$ cat src/rtl/core/pat_pkg.sv
// Shared types, constants and register indexes for the paged address translator.
// No dependencies; every other file in rtl/core refers to it by scoped names.

package pat_pkg;

   localparam int PAGES  = 16;
   localparam int FRAMES = 32;

   localparam int PAGE_IDX_W     = (PAGES > 1) ? $clog2(PAGES) : 1;
   localparam int OPERATION_W    = 1;
   localparam int PAGE_NUMBER_W  = 4;
   localparam int FRAME_NUMBER_W = 5;
   localparam int ADDRESS_W      = 32;
   localparam int PHYS_ADDRESS_W = 33;
   localparam int PAGE_SIZE_W    = 16;
   localparam int PRODUCT_W      = FRAME_NUMBER_W + PAGE_SIZE_W;

   localparam int CSR_INDEX_W = 2;
   localparam int CSR_DATA_W  = 32;

   localparam logic [CSR_INDEX_W-1:0] CSR_PAGE_SIZE    = 2'd0;
   localparam logic [CSR_INDEX_W-1:0] CSR_BASE_ADDRESS = 2'd1;

   localparam logic [PAGE_SIZE_W-1:0] PAGE_SIZE_RESET    = 16'd1024;
   localparam logic [ADDRESS_W-1:0]   BASE_ADDRESS_RESET = 32'd0;

   localparam logic [OPERATION_W-1:0] OP_MAP       = 1'b0;
   localparam logic [OPERATION_W-1:0] OP_TRANSLATE = 1'b1;

   localparam int QUEUE_DEPTH = 2;
   localparam int QUEUE_PTR_W = $clog2(QUEUE_DEPTH);
   localparam int QUEUE_CNT_W = $clog2(QUEUE_DEPTH + 1);

   typedef struct packed {
      logic [OPERATION_W-1:0]    operation;
      logic [PAGE_NUMBER_W-1:0]  page_number;
      logic [FRAME_NUMBER_W-1:0] frame_number;
      logic [ADDRESS_W-1:0]      logical_address;
   } req_type;

   typedef struct packed {
      logic [PHYS_ADDRESS_W-1:0] physical_address;
      logic                      fault;
   } rsp_type;

   typedef struct packed {
      logic                      is_map;
      logic [PAGE_NUMBER_W-1:0]  page;
      logic [FRAME_NUMBER_W-1:0] frame;
      logic [ADDRESS_W-1:0]      laddr;
   } entry_type;

   typedef struct packed {
      logic      valid;
      entry_type entry;
   } queue_head_type;

   typedef struct packed {
      logic [PAGE_SIZE_W-1:0] page_size;
      logic [ADDRESS_W-1:0]   base_address;
   } cfg_type;

   typedef enum logic [1:0] {
      BACK_IDLE,
      BACK_DIVIDE,
      BACK_LOOKUP,
      BACK_SUM
   } back_state_type;

endpackage

$ cat src/rtl/core/pat_front.sv
// Front end: takes request beats, drops map beats outside the table, and queues the rest.
// Depends on pat_pkg.

module pat_front (
   input  logic                    clock,
   input  logic                    reset,
   input  logic                    start,
   output logic                    busy,
   input  pat_pkg::req_type        req_payload,
   output pat_pkg::queue_head_type head,
   input  logic                    pop
);

   pat_pkg::entry_type                   slots_ff [pat_pkg::QUEUE_DEPTH];
   logic [pat_pkg::QUEUE_PTR_W-1:0]      wr_ptr_ff, wr_ptr_in;
   logic [pat_pkg::QUEUE_PTR_W-1:0]      rd_ptr_ff, rd_ptr_in;
   logic [pat_pkg::QUEUE_CNT_W-1:0]      count_ff, count_in;
   logic                                 accept, is_map, map_ok, push, do_pop;
   pat_pkg::entry_type                   new_entry;

   assign busy   = (count_ff == pat_pkg::QUEUE_CNT_W'(pat_pkg::QUEUE_DEPTH));
   assign accept = start && !busy;
   assign is_map = (req_payload.operation == pat_pkg::OP_MAP);
   assign map_ok = (32'(req_payload.page_number) < 32'(pat_pkg::PAGES)) &&
                   (32'(req_payload.frame_number) < 32'(pat_pkg::FRAMES));
   assign push   = accept && (!is_map || map_ok);
   assign do_pop = pop && (count_ff != '0);

   always_comb begin
      new_entry.is_map = is_map;
      new_entry.page   = req_payload.page_number;
      new_entry.frame  = req_payload.frame_number;
      new_entry.laddr  = req_payload.logical_address;
   end

   always_comb begin
      wr_ptr_in = push ? wr_ptr_ff + 1'b1 : wr_ptr_ff;
      rd_ptr_in = do_pop ? rd_ptr_ff + 1'b1 : rd_ptr_ff;
      count_in  = count_ff;
      if (push && !do_pop) begin
         count_in = count_ff + 1'b1;
      end else if (do_pop && !push) begin
         count_in = count_ff - 1'b1;
      end
   end

   always_ff @(posedge clock) begin
      if (reset) begin
         wr_ptr_ff <= '0;
         rd_ptr_ff <= '0;
         count_ff  <= '0;
      end else begin
         wr_ptr_ff <= wr_ptr_in;
         rd_ptr_ff <= rd_ptr_in;
         count_ff  <= count_in;
      end
   end

   always_ff @(posedge clock) begin
      if (push) begin
         slots_ff[wr_ptr_ff] <= new_entry;
      end
   end

   assign head.valid = (count_ff != '0);
   assign head.entry = slots_ff[rd_ptr_ff];

endmodule

$ cat src/rtl/core/pat_divider.sv
// Restoring divider, one quotient bit per cycle, for logical address by page size.
// Depends on pat_pkg.

module pat_divider (
   input  logic                              clock,
   input  logic                              reset,
   input  logic                              start,
   input  logic [pat_pkg::ADDRESS_W-1:0]     dividend,
   input  logic [pat_pkg::PAGE_SIZE_W-1:0]   divisor,
   output logic                              done,
   output logic [pat_pkg::ADDRESS_W-1:0]     quotient,
   output logic [pat_pkg::PAGE_SIZE_W-1:0]   remainder
);

   localparam int CNT_W = $clog2(pat_pkg::ADDRESS_W + 1);

   logic [pat_pkg::ADDRESS_W-1:0]   quot_ff, quot_in;
   logic [pat_pkg::PAGE_SIZE_W-1:0] rem_ff, rem_in;
   logic [pat_pkg::PAGE_SIZE_W-1:0] div_ff, div_in;
   logic [CNT_W-1:0]                count_ff, count_in;
   logic                            run_ff, run_in;
   logic                            done_ff, done_in;
   logic [pat_pkg::PAGE_SIZE_W:0]   shifted, trial;
   logic                            ge;

   assign shifted = {rem_ff, quot_ff[pat_pkg::ADDRESS_W-1]};
   assign ge      = (shifted >= {1'b0, div_ff});
   assign trial   = shifted - {1'b0, div_ff};

   always_comb begin
      quot_in  = quot_ff;
      rem_in   = rem_ff;
      div_in   = div_ff;
      count_in = count_ff;
      run_in   = run_ff;
      done_in  = 1'b0;
      if (start) begin
         quot_in  = dividend;
         rem_in   = '0;
         div_in   = divisor;
         count_in = '0;
         run_in   = 1'b1;
      end else if (run_ff) begin
         quot_in  = {quot_ff[pat_pkg::ADDRESS_W-2:0], ge};
         rem_in   = ge ? trial[pat_pkg::PAGE_SIZE_W-1:0] : shifted[pat_pkg::PAGE_SIZE_W-1:0];
         count_in = count_ff + 1'b1;
         if (count_ff == CNT_W'(pat_pkg::ADDRESS_W - 1)) begin
            run_in  = 1'b0;
            done_in = 1'b1;
         end
      end
   end

   always_ff @(posedge clock) begin
      if (reset) begin
         run_ff   <= 1'b0;
         done_ff  <= 1'b0;
         count_ff <= '0;
      end else begin
         run_ff   <= run_in;
         done_ff  <= done_in;
         count_ff <= count_in;
      end
   end

   always_ff @(posedge clock) begin
      quot_ff <= quot_in;
      rem_ff  <= rem_in;
      div_ff  <= div_in;
   end

   assign done      = done_ff;
   assign quotient  = quot_ff;
   assign remainder = rem_ff;

endmodule

$ cat src/rtl/core/pat_back.sv
// Back end: page table, sequencer around the divider, frame multiply and final sum.
// Depends on pat_pkg and pat_divider.

module pat_back (
   input  logic                    clock,
   input  logic                    reset,
   input  pat_pkg::cfg_type        cfg,
   input  pat_pkg::queue_head_type head,
   output logic                    pop,
   output logic                    rsp_strobe,
   output pat_pkg::rsp_type        rsp_payload
);

   pat_pkg::back_state_type state_ff, state_in;

   logic                                present_ff [pat_pkg::PAGES];
   logic [pat_pkg::FRAME_NUMBER_W-1:0]  frame_ff   [pat_pkg::PAGES];

   logic                                table_we, div_start, div_done;
   logic [pat_pkg::PAGE_IDX_W-1:0]      wr_idx, rd_idx;
   logic [pat_pkg::ADDRESS_W-1:0]       quotient;
   logic [pat_pkg::PAGE_SIZE_W-1:0]     remainder;

   logic                                fault_ff, fault_in;
   logic [pat_pkg::PRODUCT_W-1:0]       product_ff, product_in;
   logic [pat_pkg::PAGE_SIZE_W-1:0]     disp_ff;
   logic                                strobe_ff, strobe_in;
   pat_pkg::rsp_type                    rsp_ff, rsp_in;

   pat_divider u_divider (
      .clock     (clock),
      .reset     (reset),
      .start     (div_start),
      .dividend  (head.entry.laddr),
      .divisor   (cfg.page_size),
      .done      (div_done),
      .quotient  (quotient),
      .remainder (remainder)
   );

   always_comb begin
      state_in = state_ff;
      case (state_ff)
         pat_pkg::BACK_IDLE: begin
            if (head.valid && !head.entry.is_map) begin
               state_in = pat_pkg::BACK_DIVIDE;
            end
         end
         pat_pkg::BACK_DIVIDE: begin
            if (div_done) begin
               state_in = pat_pkg::BACK_LOOKUP;
            end
         end
         pat_pkg::BACK_LOOKUP: state_in = pat_pkg::BACK_SUM;
         pat_pkg::BACK_SUM:    state_in = pat_pkg::BACK_IDLE;
         default:              state_in = pat_pkg::BACK_IDLE;
      endcase
   end

   always_comb begin
      pop       = 1'b0;
      table_we  = 1'b0;
      div_start = 1'b0;
      strobe_in = 1'b0;
      case (state_ff)
         pat_pkg::BACK_IDLE: begin
            pop       = head.valid;
            table_we  = head.valid && head.entry.is_map;
            div_start = head.valid && !head.entry.is_map;
         end
         pat_pkg::BACK_SUM: strobe_in = 1'b1;
         default: ;
      endcase
   end

   assign wr_idx = pat_pkg::PAGE_IDX_W'(head.entry.page);
   assign rd_idx = pat_pkg::PAGE_IDX_W'(quotient);

   // lookup stage: out of table or absent page faults
   always_comb begin
      fault_in   = (quotient >= pat_pkg::ADDRESS_W'(pat_pkg::PAGES)) || !present_ff[rd_idx];
      product_in = pat_pkg::PRODUCT_W'(frame_ff[rd_idx]) *
                   pat_pkg::PRODUCT_W'(cfg.page_size);
   end

   always_comb begin
      rsp_in.fault            = fault_ff;
      rsp_in.physical_address = fault_ff ? '0 :
         pat_pkg::PHYS_ADDRESS_W'(cfg.base_address) +
         pat_pkg::PHYS_ADDRESS_W'(product_ff) +
         pat_pkg::PHYS_ADDRESS_W'(disp_ff);
   end

   always_ff @(posedge clock) begin
      if (reset) begin
         state_ff  <= pat_pkg::BACK_IDLE;
         strobe_ff <= 1'b0;
         for (int i = 0; i < pat_pkg::PAGES; i++) begin
            present_ff[i] <= 1'b0;
         end
      end else begin
         state_ff  <= state_in;
         strobe_ff <= strobe_in;
         if (table_we) begin
            present_ff[wr_idx] <= 1'b1;
         end
      end
   end

   always_ff @(posedge clock) begin
      if (table_we) begin
         frame_ff[wr_idx] <= head.entry.frame;
      end
      if (state_ff == pat_pkg::BACK_LOOKUP) begin
         fault_ff   <= fault_in;
         product_ff <= product_in;
         disp_ff    <= remainder;
      end
      if (strobe_in) begin
         rsp_ff <= rsp_in;
      end
   end

   assign rsp_strobe  = strobe_ff;
   assign rsp_payload = rsp_ff;

endmodule

$ cat src/rtl/core/paged_address_translator.sv
// Top level of the paged address translator: configuration registers, front end and back end.
// Depends on pat_pkg, pat_front, pat_back.
//
// A request beat is taken on a clock edge with start high and busy low; busy rises only when
// the two-entry queue between the front and back ends is full. A map beat is written to the
// page table as it leaves the queue and gives no result. A translate beat runs through the
// 32-step serial divider by page_size, then table lookup with the frame multiply, the final
// add and the output register; no further beat leaves the queue before its result is shown.
// Each result is shown for one cycle with rsp_strobe and cannot be held off; it must be taken
// then. Pages at or beyond the table, absent pages and a zero page size give fault with a zero
// address. Configuration writes are always ready and must only be made while no item is in
// flight.

module paged_address_translator (
   input  logic                              clock,
   input  logic                              reset,
   input  logic                              start,
   output logic                              busy,
   input  pat_pkg::req_type                  req_payload,
   output logic                              rsp_strobe,
   output pat_pkg::rsp_type                  rsp_payload,
   input  logic                              csr_valid,
   output logic                              csr_ready,
   input  logic [pat_pkg::CSR_INDEX_W-1:0]   csr_index,
   input  logic [pat_pkg::CSR_DATA_W-1:0]    csr_data
);

   pat_pkg::cfg_type        cfg_ff;
   pat_pkg::queue_head_type head;
   logic                    pop;

   assign csr_ready = 1'b1;

   always_ff @(posedge clock) begin
      if (reset) begin
         cfg_ff.page_size    <= pat_pkg::PAGE_SIZE_RESET;
         cfg_ff.base_address <= pat_pkg::BASE_ADDRESS_RESET;
      end else if (csr_valid && csr_ready) begin
         case (csr_index)
            pat_pkg::CSR_PAGE_SIZE:
               cfg_ff.page_size <= csr_data[pat_pkg::PAGE_SIZE_W-1:0];
            pat_pkg::CSR_BASE_ADDRESS:
               cfg_ff.base_address <= csr_data[pat_pkg::ADDRESS_W-1:0];
            default: ;
         endcase
      end
   end

   pat_front u_front (
      .clock       (clock),
      .reset       (reset),
      .start       (start),
      .busy        (busy),
      .req_payload (req_payload),
      .head        (head),
      .pop         (pop)
   );

   pat_back u_back (
      .clock       (clock),
      .reset       (reset),
      .cfg         (cfg_ff),
      .head        (head),
      .pop         (pop),
      .rsp_strobe  (rsp_strobe),
      .rsp_payload (rsp_payload)
   );

endmodule

$ cat config.mk
export PLATFORM = sky130hd
export DESIGN_NAME = paged_address_translator
export DESIGN_NICKNAME = d
export VERILOG_FILES = /design/src/rtl/core/pat_pkg.sv /design/src/rtl/core/pat_front.sv /design/src/rtl/core/pat_divider.sv /design/src/rtl/core/pat_back.sv /design/src/rtl/core/paged_address_translator.sv
export SDC_FILE = /design/constraint.sdc
export NUM_CORES = 1
export LEC_CHECK = 0
export BUFFER_PORTS_ARGS = -buffer_cell sky130_fd_sc_hd__buf_2
export CAP_MARGIN = 15
export CORE_MARGIN = 5
export CORE_UTILIZATION = 38
export CTS_CLUSTER_SIZE = 25
export DETAILED_ROUTE_END_ITERATION = 16
export GPL_ROUTABILITY_DRIVEN = 0
export GPL_TIMING_DRIVEN = 0
export HOLD_SLACK_MARGIN = 0.08
export PLACE_DENSITY_LB_ADDON = 0.12
export SETUP_SLACK_MARGIN = 0.1
export SLEW_MARGIN = 0
export SYNTH_ARGS = -nofsm -noshare
export SYNTH_HDL_FRONTEND = slang
export SYNTH_HIERARCHICAL = 1
export SYNTH_SLANG_ARGS = --single-unit
$ cat constraint.sdc
create_clock -name clock -period 6.6 [get_ports clock]
set_input_delay 0.66 -clock clock [delete_from_list [all_inputs] [get_ports clock]]
set_output_delay 0.66 -clock clock [all_outputs]
set_load 0.1 [all_outputs]
# Yosys cells after proc, flatten, opt, wreduce, memory -nomap -nowiden
# Memories as Yosys holds them, arrays and structs flattened. A register that Yosys moved wholly into a read port is not among the register bits.
# Index checks and enable logic that the tools add are counted.
dict set report classes {
  add_sub_neg 8
  mul 1
  div 0
  order_cmp 2
  eq_ne 8
  shift 0
  muxes 31
  n_bitwise 2
  reduce_logical 23
}
# cell n
set op_table {}
lappend op_table {{two-way mux 32 bit} 2}
lappend op_table {{adder 32 x 21 -> 33 bit} 1}
lappend op_table {{adder 33 x 16 -> 33 bit} 1}
lappend op_table {{greater-or-equal comparator 32 x 5 -> 1 bit (second input constant)} 1}
lappend op_table {{multiplier 5 x 16 -> 21 bit} 1}
lappend op_table {{two-way mux 1 bit} 20}
lappend op_table {{greater-or-equal comparator 17 x 16 -> 1 bit} 1}
lappend op_table {{two-way mux 16 bit} 1}
lappend op_table {{subtractor 16 bit} 1}
lappend op_table {{two-way mux 4 bit} 3}
lappend op_table {{two-way mux 2 bit} 4}
lappend op_table {{one-hot mux 2 bit (4 select lines)} 1}
lappend op_table {{adder 6 x 1 -> 6 bit (second input constant)} 1}
lappend op_table {{== test 2 bit (second input constant)} 3}
lappend op_table {{== test 6 x 5 -> 1 bit (second input constant)} 1}
lappend op_table {{logical AND 1 bit} 6}
lappend op_table {{AND reduction 2 bit} 3}
lappend op_table {{nonzero test 2 bit} 3}
lappend op_table {{logical NOT 1 bit} 5}
lappend op_table {{== test 2 x 1 -> 1 bit (second input constant)} 2}
lappend op_table {{logical NOT 2 bit} 2}
lappend op_table {{OR reduction 3 bit} 1}
lappend op_table {{adder 1 bit (second input constant)} 2}
lappend op_table {{adder 2 x 1 -> 2 bit (second input constant)} 1}
lappend op_table {{7 further kinds} 8}
dict set report totals {
  register_bits 199
  latchBits 0
  mem_bits_rw 180
  rom_bits 0
  in_bits 80
  output_inout_bits 37
  wordCells 96
  n_memories 3
}
# name words width rd rd_clocked_by_memory_dff wr line
set mem_list {}
lappend mem_list {u_front.slots_ff 2 42 1 1 1 pat_front.sv:14} ;# pat_pkg::entry_type slots_ff [pat_pkg::QUEUE_DEPTH];
lappend mem_list {u_back.frame_ff 16 5 1 1 1 pat_back.sv:17} ;# logic [pat_pkg::FRAME_NUMBER_W-1:0] frame_ff [pat_pkg::PAGES];
lappend mem_list {u_back.present_ff 16 1 1 1 16 pat_back.sv:16} ;# logic present_ff [pat_pkg::PAGES];

# Longest topological paths before layout
# Gate-level depths: netlist of the first run.
dict set report depth {
  word_depth 8
  mapped_depth 19
  mapped_depth_nobuf 16
}

# By module
# Netlist of the first run, hierarchy kept.
# module n_inst cells_per_inst area_per_inst_um2 seq_area_each_um2
set by_module_without_submodules {}
lappend by_module_without_submodules {pat_back 1 871 10543.9 4944.7}
lappend by_module_without_submodules {pat_divider 1 371 4007.6 1921.8}
lappend by_module_without_submodules {pat_front 1 157 3244.4 2622.5}
lappend by_module_without_submodules {paged_address_translator 1 198 2072.0 960.9}

# Least setup slack after synthesis of the first run
# No wires, ideal clock.
dict set report synth_timing {
  path_type {register to register}
  startpoint {register u_back/u_divider/quotient[0] (netlist name)}
  endpoint {register u_back/product_ff[20] (netlist name) (data pin)}
  setup_time_ns 0.265
  t_arrival_ns 5.627
  t_required_ns 6.335
  slack_ns 0.707
  stages_incl_launch_ff 20
  n_path_buf 4
  synth_period_minus_slack_ns 5.893
  cell_sequence {edfxtp_1 -> clkbuf_1 -> buf_2 -> mux4_2 -> mux4_2 -> clkbuf_1 -> and2_1 -> fa_1 -> fa_1 -> inv_1 -> fa_1 -> inv_1 -> ha_1 -> clkbuf_1 -> a21oi_1 -> o21ai_0 -> a21o_1 -> a221o_1 -> nor4b_1 -> or3_1}
}
# element line
set synth_lines {}
lappend synth_lines {{to (signal assigned)} pat_back.sv:116} ;# product_ff <= product_in;
lappend synth_lines {{to (decl)} pat_back.sv:25} ;# logic [pat_pkg::PRODUCT_W-1:0] product_ff, product_in;

==> results of run 1 <==
-- sequential cells by signal, indices dropped and copies added, names as in the netlist, 6 cells and up, named ones only --
name / cells
u_back/disp_ff: 16
u_back/u_divider/count_ff: 6
u_back/rsp_payload: 34
u_back/frame_ff: 80
cfg_ff: 48
u_back/u_divider/quotient: 32
u_front/slots_ff: 84
u_back/u_divider/div_ff: 16
u_back/present_ff: 16
u_back/u_divider/remainder: 16
u_back/product_ff: 21
-- per-layer routing --
metal / part of all wire [%] / track usage, % / up-vias / wire length, um
met5: 0.029 / 0 / - / 13
met4: 1.7 / 3.81 / 2 / 758
met3: 4.6 / 2.62 / 48 / 2090
met2: 47 / 26.1 / 246 / 21300
met1: 46 / 21.9 / 6076 / 20800
li1: - / - / 6094 / -
-- worst max-delay path: cells and delay by family, from the launching register on --
kind	cells	cell delay (ns)
multiplexers	2	1.14
buffers and inverters	5	0.74
XOR/XNOR	1	0.16
AO/OA/AOI/OAI	5	1.33
adder cells (fa/ha/maj)	4	1.91
AND/OR/NAND/NOR	1	0.21
flip-flops	1	0.38
-- cells by family after synthesis --
group,count (synthesis),synth area share [%]
AOI/OAI and AO/OA,220,7.87
xor gates and xnor gates,40,1.76
adders and majority gates,137,10.9
buffers and inverters,168,3.46
DFF,380,52.6
muxes,163,10.6
other,1,0.0189
and+or+nand+nor,488,12.8
-- timing repair --
item	CTS	global route
cloned	0	0
setup endpoints to repair	6	5
gates resized for setup	7	12
buffers inserted	0	0
-- final cells by class --
cell class	count	area [um2]
multi-input cells	1049	8750
inverters	101	379
repair buffers	120	671
clock buffers	66	1270
plain buffers	67	332
clock inverters	14	135
well taps	680	851
flip-flops and latches	380	10500
fillers	4798	28700
-- stage by stage --
stage          TNS, ns  power (mW)  util (%)
2_1_floorplan        0        5.82         -
3_3_place_gp    -0.604        6.68      41.3
3_5_place_dp    -0.578        6.75      41.5
4_1_cts              0        9.14      44.3
5_1_grt              0        9.66      44.3
6_report             0        9.04      44.3
-- power breakdown --
part	total, mW	switching [mW]	internal, mW	leakage [nW]
logic	3.38	2.03	1.36	4.70
registers	3.32	0.208	3.12	3.40
clock network	2.33	0.952	1.38	0.692
total	9.04	3.19	5.85	8.78
-- layout by cell type (no fill, tap or decap), types with 7 or more instances in the layout --
master	instances
or3_1	12
nor3_1	19
buf_2	128
a21oi_1	62
mux2_2	77
clkbuf_8	9
a31oi_1	10
clkbuf_16	44
fa_1	60
nand2_1	68
a21o_1	21
ha_1	75
o21ai_0	32
a211o_1	12
nand3_1	26
a311oi_1	7
dfxtp_1	96
inv_1	100
nor2b_1	15
o31ai_1	7
xor2_1	18
nor4_1	9
xnor2_1	22
and2_1	67
mux2i_1	54
mux4_2	30
edfxtp_1	284
nand2b_1	92
o21ai_1	10
nand4_1	11
clkbuf_1	50
nor2_1	134
-- final timing paths --
path | depth (start not counted) | end
hold / removal | 1 | u_front/slots_ff[1][11]
hold reg to reg | 2 | u_back/present_ff[10]
setup / recovery | 18 | u_back/product_ff[19]
setup reg to reg | 18 | u_back/product_ff[19]
==> flow_metrics.py, run 1 <==
metrics = {
    "run_status": {
        "status": "finished clean",
    },
    "layout": {
        "finalNetCount": 1979,
        "synthToLayoutAreaGrowth_pct": 15.0,
        "layout-drive-gt1-share_pct": 19.6,
        "antenna-diode-count": 0,
        "layout.cells.non_filler": 2477,
        "final_area_um2": 22800,
    },
    "global_route": {
        "antenna_found_initial": 1,
        "grt_pass1_wl_mm": 71.6,
        "grt_overflow": 0,
        "grt_pass1_vias": 12826,
        "grt_max_degree": 38,
        "grt_use_total_pct": 15.8,
    },
    "critical_path": {
        "worstPathCellList": "buf_4, buf_6, mux4_2, mux4_2, clkbuf_2, and2_1, fa_1, fa_1, inv_1, fa_1, inv_1, ha_1, a2111oi_0, o21ai_0, a31o_2, a41oi_2, o21ai_0, xor2_1",
        "setup.worst_path.start": "u_back/u_divider/quotient[0]",
        "cpPeakStageDelay_ns": 0.60,
        "reg2reg_slack_ns": 0.44,
        "crit_top_cell": "fa_1",
        "critPathRequiredTime_ns": 6.89,
        "start_kind": "flop",
        "crit_path_end_kind": "flop",
        "critPathMaxFanout": 10,
        "r2r-start": "u_back/u_divider/quotient[0]",
        "cp_slowest_cell": "mux4_2",
        "arrival_ns": 6.45,
        "criticalPathCategory": "flop to flop",
    },
    "logic_synthesis": {
        "synth.ff_latch_count": 380,
        "async_reset_ff_share_pct": 0,
        "synth_edf_count": 284,
        "yosys-top-cells-area": "edfxtp_1 43%, dfxtp_1 9.7%, fa_1 6.0%",
        "synth_cell_type_count": 82,
        "synth_most_common_cell": "edfxtp_1",
        "syn_nets": 1814,
        "postSynthCellCount": 1597,
        "synth_top_area_share_pct": 42.9,
        "avgSynthCellArea_um2": 12.4,
        "netlist_area_um2": 19900,
        "ys_warn_count": 6,
        "synth_seq_area_share_pct": 52.6,
        "synth_top_area_cell": "edfxtp_1",
        "ys_top_cells_by_count": "284 x edfxtp_1, 134 x nor2_1, 101 x inv_1",
        "synth_ff_type": "edfxtp_1",
    },
    "clock_tree": {
        "ctsHoldBuffers": 0,
        "cts_sinks": 380,
        "clock_latency_ns": 0.56,
        "h-tree-depth": 2,
        "cts_tree": "yes",
        "clkSlewWorstSetupHoldPaths_ns": 0.06,
        "cts_root_buf": "clkbuf_16",
        "ctsLongestPathBuffers": 3,
        "cts-buffers-inserted": 43,
    },
    "sta": {
        "fin_skew_ns": 0.0128,
        "tightest_slew_ns": 1.06,
        "finalCriticalPeriod_ns": 6.16,
        "fin_ws_ns": 0.439,
        "slew_viol_final": 0,
        "setup_viol": 0,
        "period_share_pct": 93.3,
        "slew_headroom_pct": 28.6,
        "final_hold_viol_count": 0,
        "rsz0062_at_grt": "false",
        "holdWs_ns": 0.285,
        "fmax_mhz": 162,
    },
    "hold_path": {
        "hold_path.startpoint": "req_payload[11]",
        "hold_path_class": "input port to flop",
    },
    "placed_design": {
        "dp_cells": 2396,
        "place_area_um2": 21400,
        "port_buffers": 115,
        "place_ws_ns": -0.241,
        "place_hpwl_mm": 34.1,
    },
    "die": {
        "die_area_um2": 57000,
        "ioPinCount": 117,
        "rows": 83,
        "die_height_um": 239,
        "start_util_pct": 38.6,
        "core_um2": 51500,
        "dieWidth_um": 239,
    },
    "routing": {
        "viasPerCell": 5.03,
        "dr.pass1.iters": 7,
        "drcViolationCount": 0,
        "postRouteAntennaNets": 0,
        "wl_per_cell_um": 18.2,
        "vias": 12466,
        "routed_wl_mm": 45.0,
        "drt_iter0_drc": 558,
    },
    "power": {
        "power_density_nw_per_um2": 396,
        "p_leak_nw": 8.78,
        "ir_worst_vdd_mv": 0.253,
    },
    "job": {
        "max_cap_viol_count": 0,
    },
}
Power figures use the tool's default switching activity.
==> run 2: changes to the inputs <==
Settings changed: HOLD_SLACK_MARGIN 0.08 to 0.02.
Clock period 6.6 ns to 7.5 ns, I/O delays scaled along.
==> run 2 against run 1 <==
Final cell count stayed put. Worst setup slack better by 0.29 ns. Flip-flop and latch count stayed put. Clock skew is 0.0021 ns higher. Worst hold slack better by 0.090 ns. Clock power is 12% lower. Non-clock buffer count stayed put. Wire length is 0.11% higher. Largest power group unchanged.
==> flow_metrics.py, run 2 (synthesis results as in run 1) <==
metrics = {
    "hold_path": {
        "hold_path_class": "input port to flop",
        "hold_path.startpoint": "req_payload[11]",
    },
    "die": {
        "die_area_um2": 57000,
        "dieWidth_um": 239,
        "die_height_um": 239,
        "start_util_pct": 38.6,
        "ioPinCount": 117,
        "core_um2": 51500,
        "rows": 83,
    },
    "routing": {
        "drt_iter0_drc": 617,
        "wl_per_cell_um": 18.2,
        "routed_wl_mm": 45.1,
        "vias": 12469,
        "viasPerCell": 5.03,
        "dr.pass1.iters": 5,
        "drcViolationCount": 0,
        "postRouteAntennaNets": 0,
    },
    "layout": {
        "finalNetCount": 1979,
        "layout.cells.non_filler": 2477,
        "final_common_cell": "edfxtp_1",
        "fillCellCount": 4799,
        "final_core_util_pct": 44.3,
        "layout-drive-gt1-share_pct": 19.2,
        "reg_top3": "u_front/slots_ff: 84 flops, u_back/frame_ff: 80 flops, cfg_ff: 48 flops",
        "largest_register": "u_front/slots_ff",
        "largest_reg_flops": 84,
        "mostFrequentLayoutCells": "284 x edfxtp_1, 134 x nor2_1, 129 x buf_2",
        "synthToLayoutAreaGrowth_pct": 14.8,
        "antenna-diode-count": 0,
    },
    "job": {
        "max_cap_viol_count": 0,
    },
    "placed_design": {
        "dp_cells": 2396,
        "place_hpwl_mm": 34.1,
        "port_buffers": 115,
    },
    "sta": {
        "tightest_slew_ns": 1.06,
        "period_share_pct": 90.2,
        "final_hold_viol_count": 0,
        "slew_viol_final": 0,
        "holdWs_ns": 0.376,
        "tns_ns": 0,
        "setup_viol": 0,
        "fmax_mhz": 148,
        "fin_skew_ns": 0.0149,
        "rsz0062_at_grt": "false",
        "slew_headroom_pct": 29.0,
        "finalCriticalPeriod_ns": 6.77,
    },
    "critical_path": {
        "start_kind": "flop",
        "criticalPathCategory": "flop to flop",
        "r2r-start": "u_back/u_divider/quotient[0]",
        "setup.worst_path.start": "u_back/u_divider/quotient[0]",
        "worstPathCellList": "clkbuf_1, buf_2, mux4_2, mux4_2, clkbuf_1, and2_1, fa_1, fa_1, inv_1, fa_1, inv_1, ha_1, a2111oi_0, o21ai_0, a31o_2, a41oi_1, o21ai_0, xor2_1",
        "cpPeakStageDelay_ns": 0.61,
        "critPathMaxFanout": 10,
        "critPathRequiredTime_ns": 7.79,
        "crit_top_cell": "fa_1",
        "cp_slowest_cell": "mux4_2",
        "arrival_ns": 7.06,
        "crit_path_end_kind": "flop",
    },
    "global_route": {
        "grt_use_total_pct": 15.8,
        "grt_pass1_wl_mm": 71.6,
        "grt_pass1_vias": 12819,
        "grt_max_degree": 38,
        "antenna_found_initial": 1,
        "grt_overflow": 0,
    },
    "power": {
        "p_leak_nw": 8.76,
        "total_power_mw": 7.94,
        "seqPwrFrac_pct": 36.9,
        "pwr-share-clk_pct": 25.8,
        "power_density_nw_per_um2": 348,
        "p_sw_mw": 2.81,
        "swShare_pct": 35.4,
        "p_int_mw": 5.13,
        "combPwrFrac_pct": 37.3,
        "ir_worst_vdd_mv": 0.222,
    },
    "clock_tree": {
        "cts_root_buf": "clkbuf_16",
        "cts_sinks": 380,
        "clock_latency_ns": 0.56,
        "ctsHoldBuffers": 0,
        "cts_tree": "yes",
        "post_cts.repair.setup_buffers": 0,
        "cts-buffers-inserted": 43,
        "h-tree-depth": 2,
        "cts-resized-gates": 0,
        "ctsLongestPathBuffers": 3,
        "clkSlewWorstSetupHoldPaths_ns": 0.06,
    },
    "run_status": {
        "status": "finished clean",
    },
}
[run 2: cell count changes in the layout (fill, tap and decap cells not counted), sizes merged]
| cell | before | now |
|---|---|---|
| clkbuf | 110 | 111 |
| buf | 143 | 142 |
[run 2: power by group through the flow]
stage	clock network (mW)	registers, mW	logic [mW]
final	2.05	2.93	2.96
after global routing	2.21	2.96	3.30
after CTS	2.12	2.93	2.99
after detailed placement	0	2.97	2.97
after global placement	0	2.98	2.89
after floorplan	0	2.94	2.18
[run 2: per-stage QoR]
stage | instance area (um2) | setup slack [ns]
5_1_grt | 22800 | 0.309
6_report | 22800 | 0.734
4_1_cts | 22800 | 0.616
2_1_floorplan | 19900 | 1.61
3_3_place_gp | 21300 | 0.642
3_5_place_dp | 21400 | 0.659
[run 2: final cells by class]
type	instances	area [um2]	area share, %
Buffer	67	308	1.35
Clock buffer	66	1270	5.58
Clock inverter	14	135	0.592
Inverter	101	379	1.66
Multi-Input combinational cell	1049	8740	38.3
Sequential cell	380	10500	45.8
Tap cell	680	851	3.73
Timing Repair Buffer	120	671	2.94
[run 2: worst paths after layout]
check	to	slack, ns	cells past startpoint
worst min register to register	u_back/present_ff[10]	0.47	2
worst max-delay path	u_back/product_ff[19]	0.73	18
worst min-delay path	u_front/slots_ff[1][11]	0.38	1
worst max register to register	u_back/product_ff[19]	0.73	18
[run 2: routing by layer]
layer  routed length [um]  vias up  global-route usage (%)
li1                     -     6086                       -
met2                21300      260                    26.1
met5                   13        -                       0
met4                  775        2                    3.81
met3                 2150       50                    2.62
met1                20800     6071                    21.9
[run 2: worst max-delay path, delay by kind of cell, from the launching register on]
family / cells / cell delay [ns]
flops: 1 / 0.38
buf+inv: 5 / 1.20
compound gates: 5 / 1.40
xor+xnor: 1 / 0.17
simple gates: 1 / 0.24
mux: 2 / 1.19
fa+ha+maj: 4 / 1.91
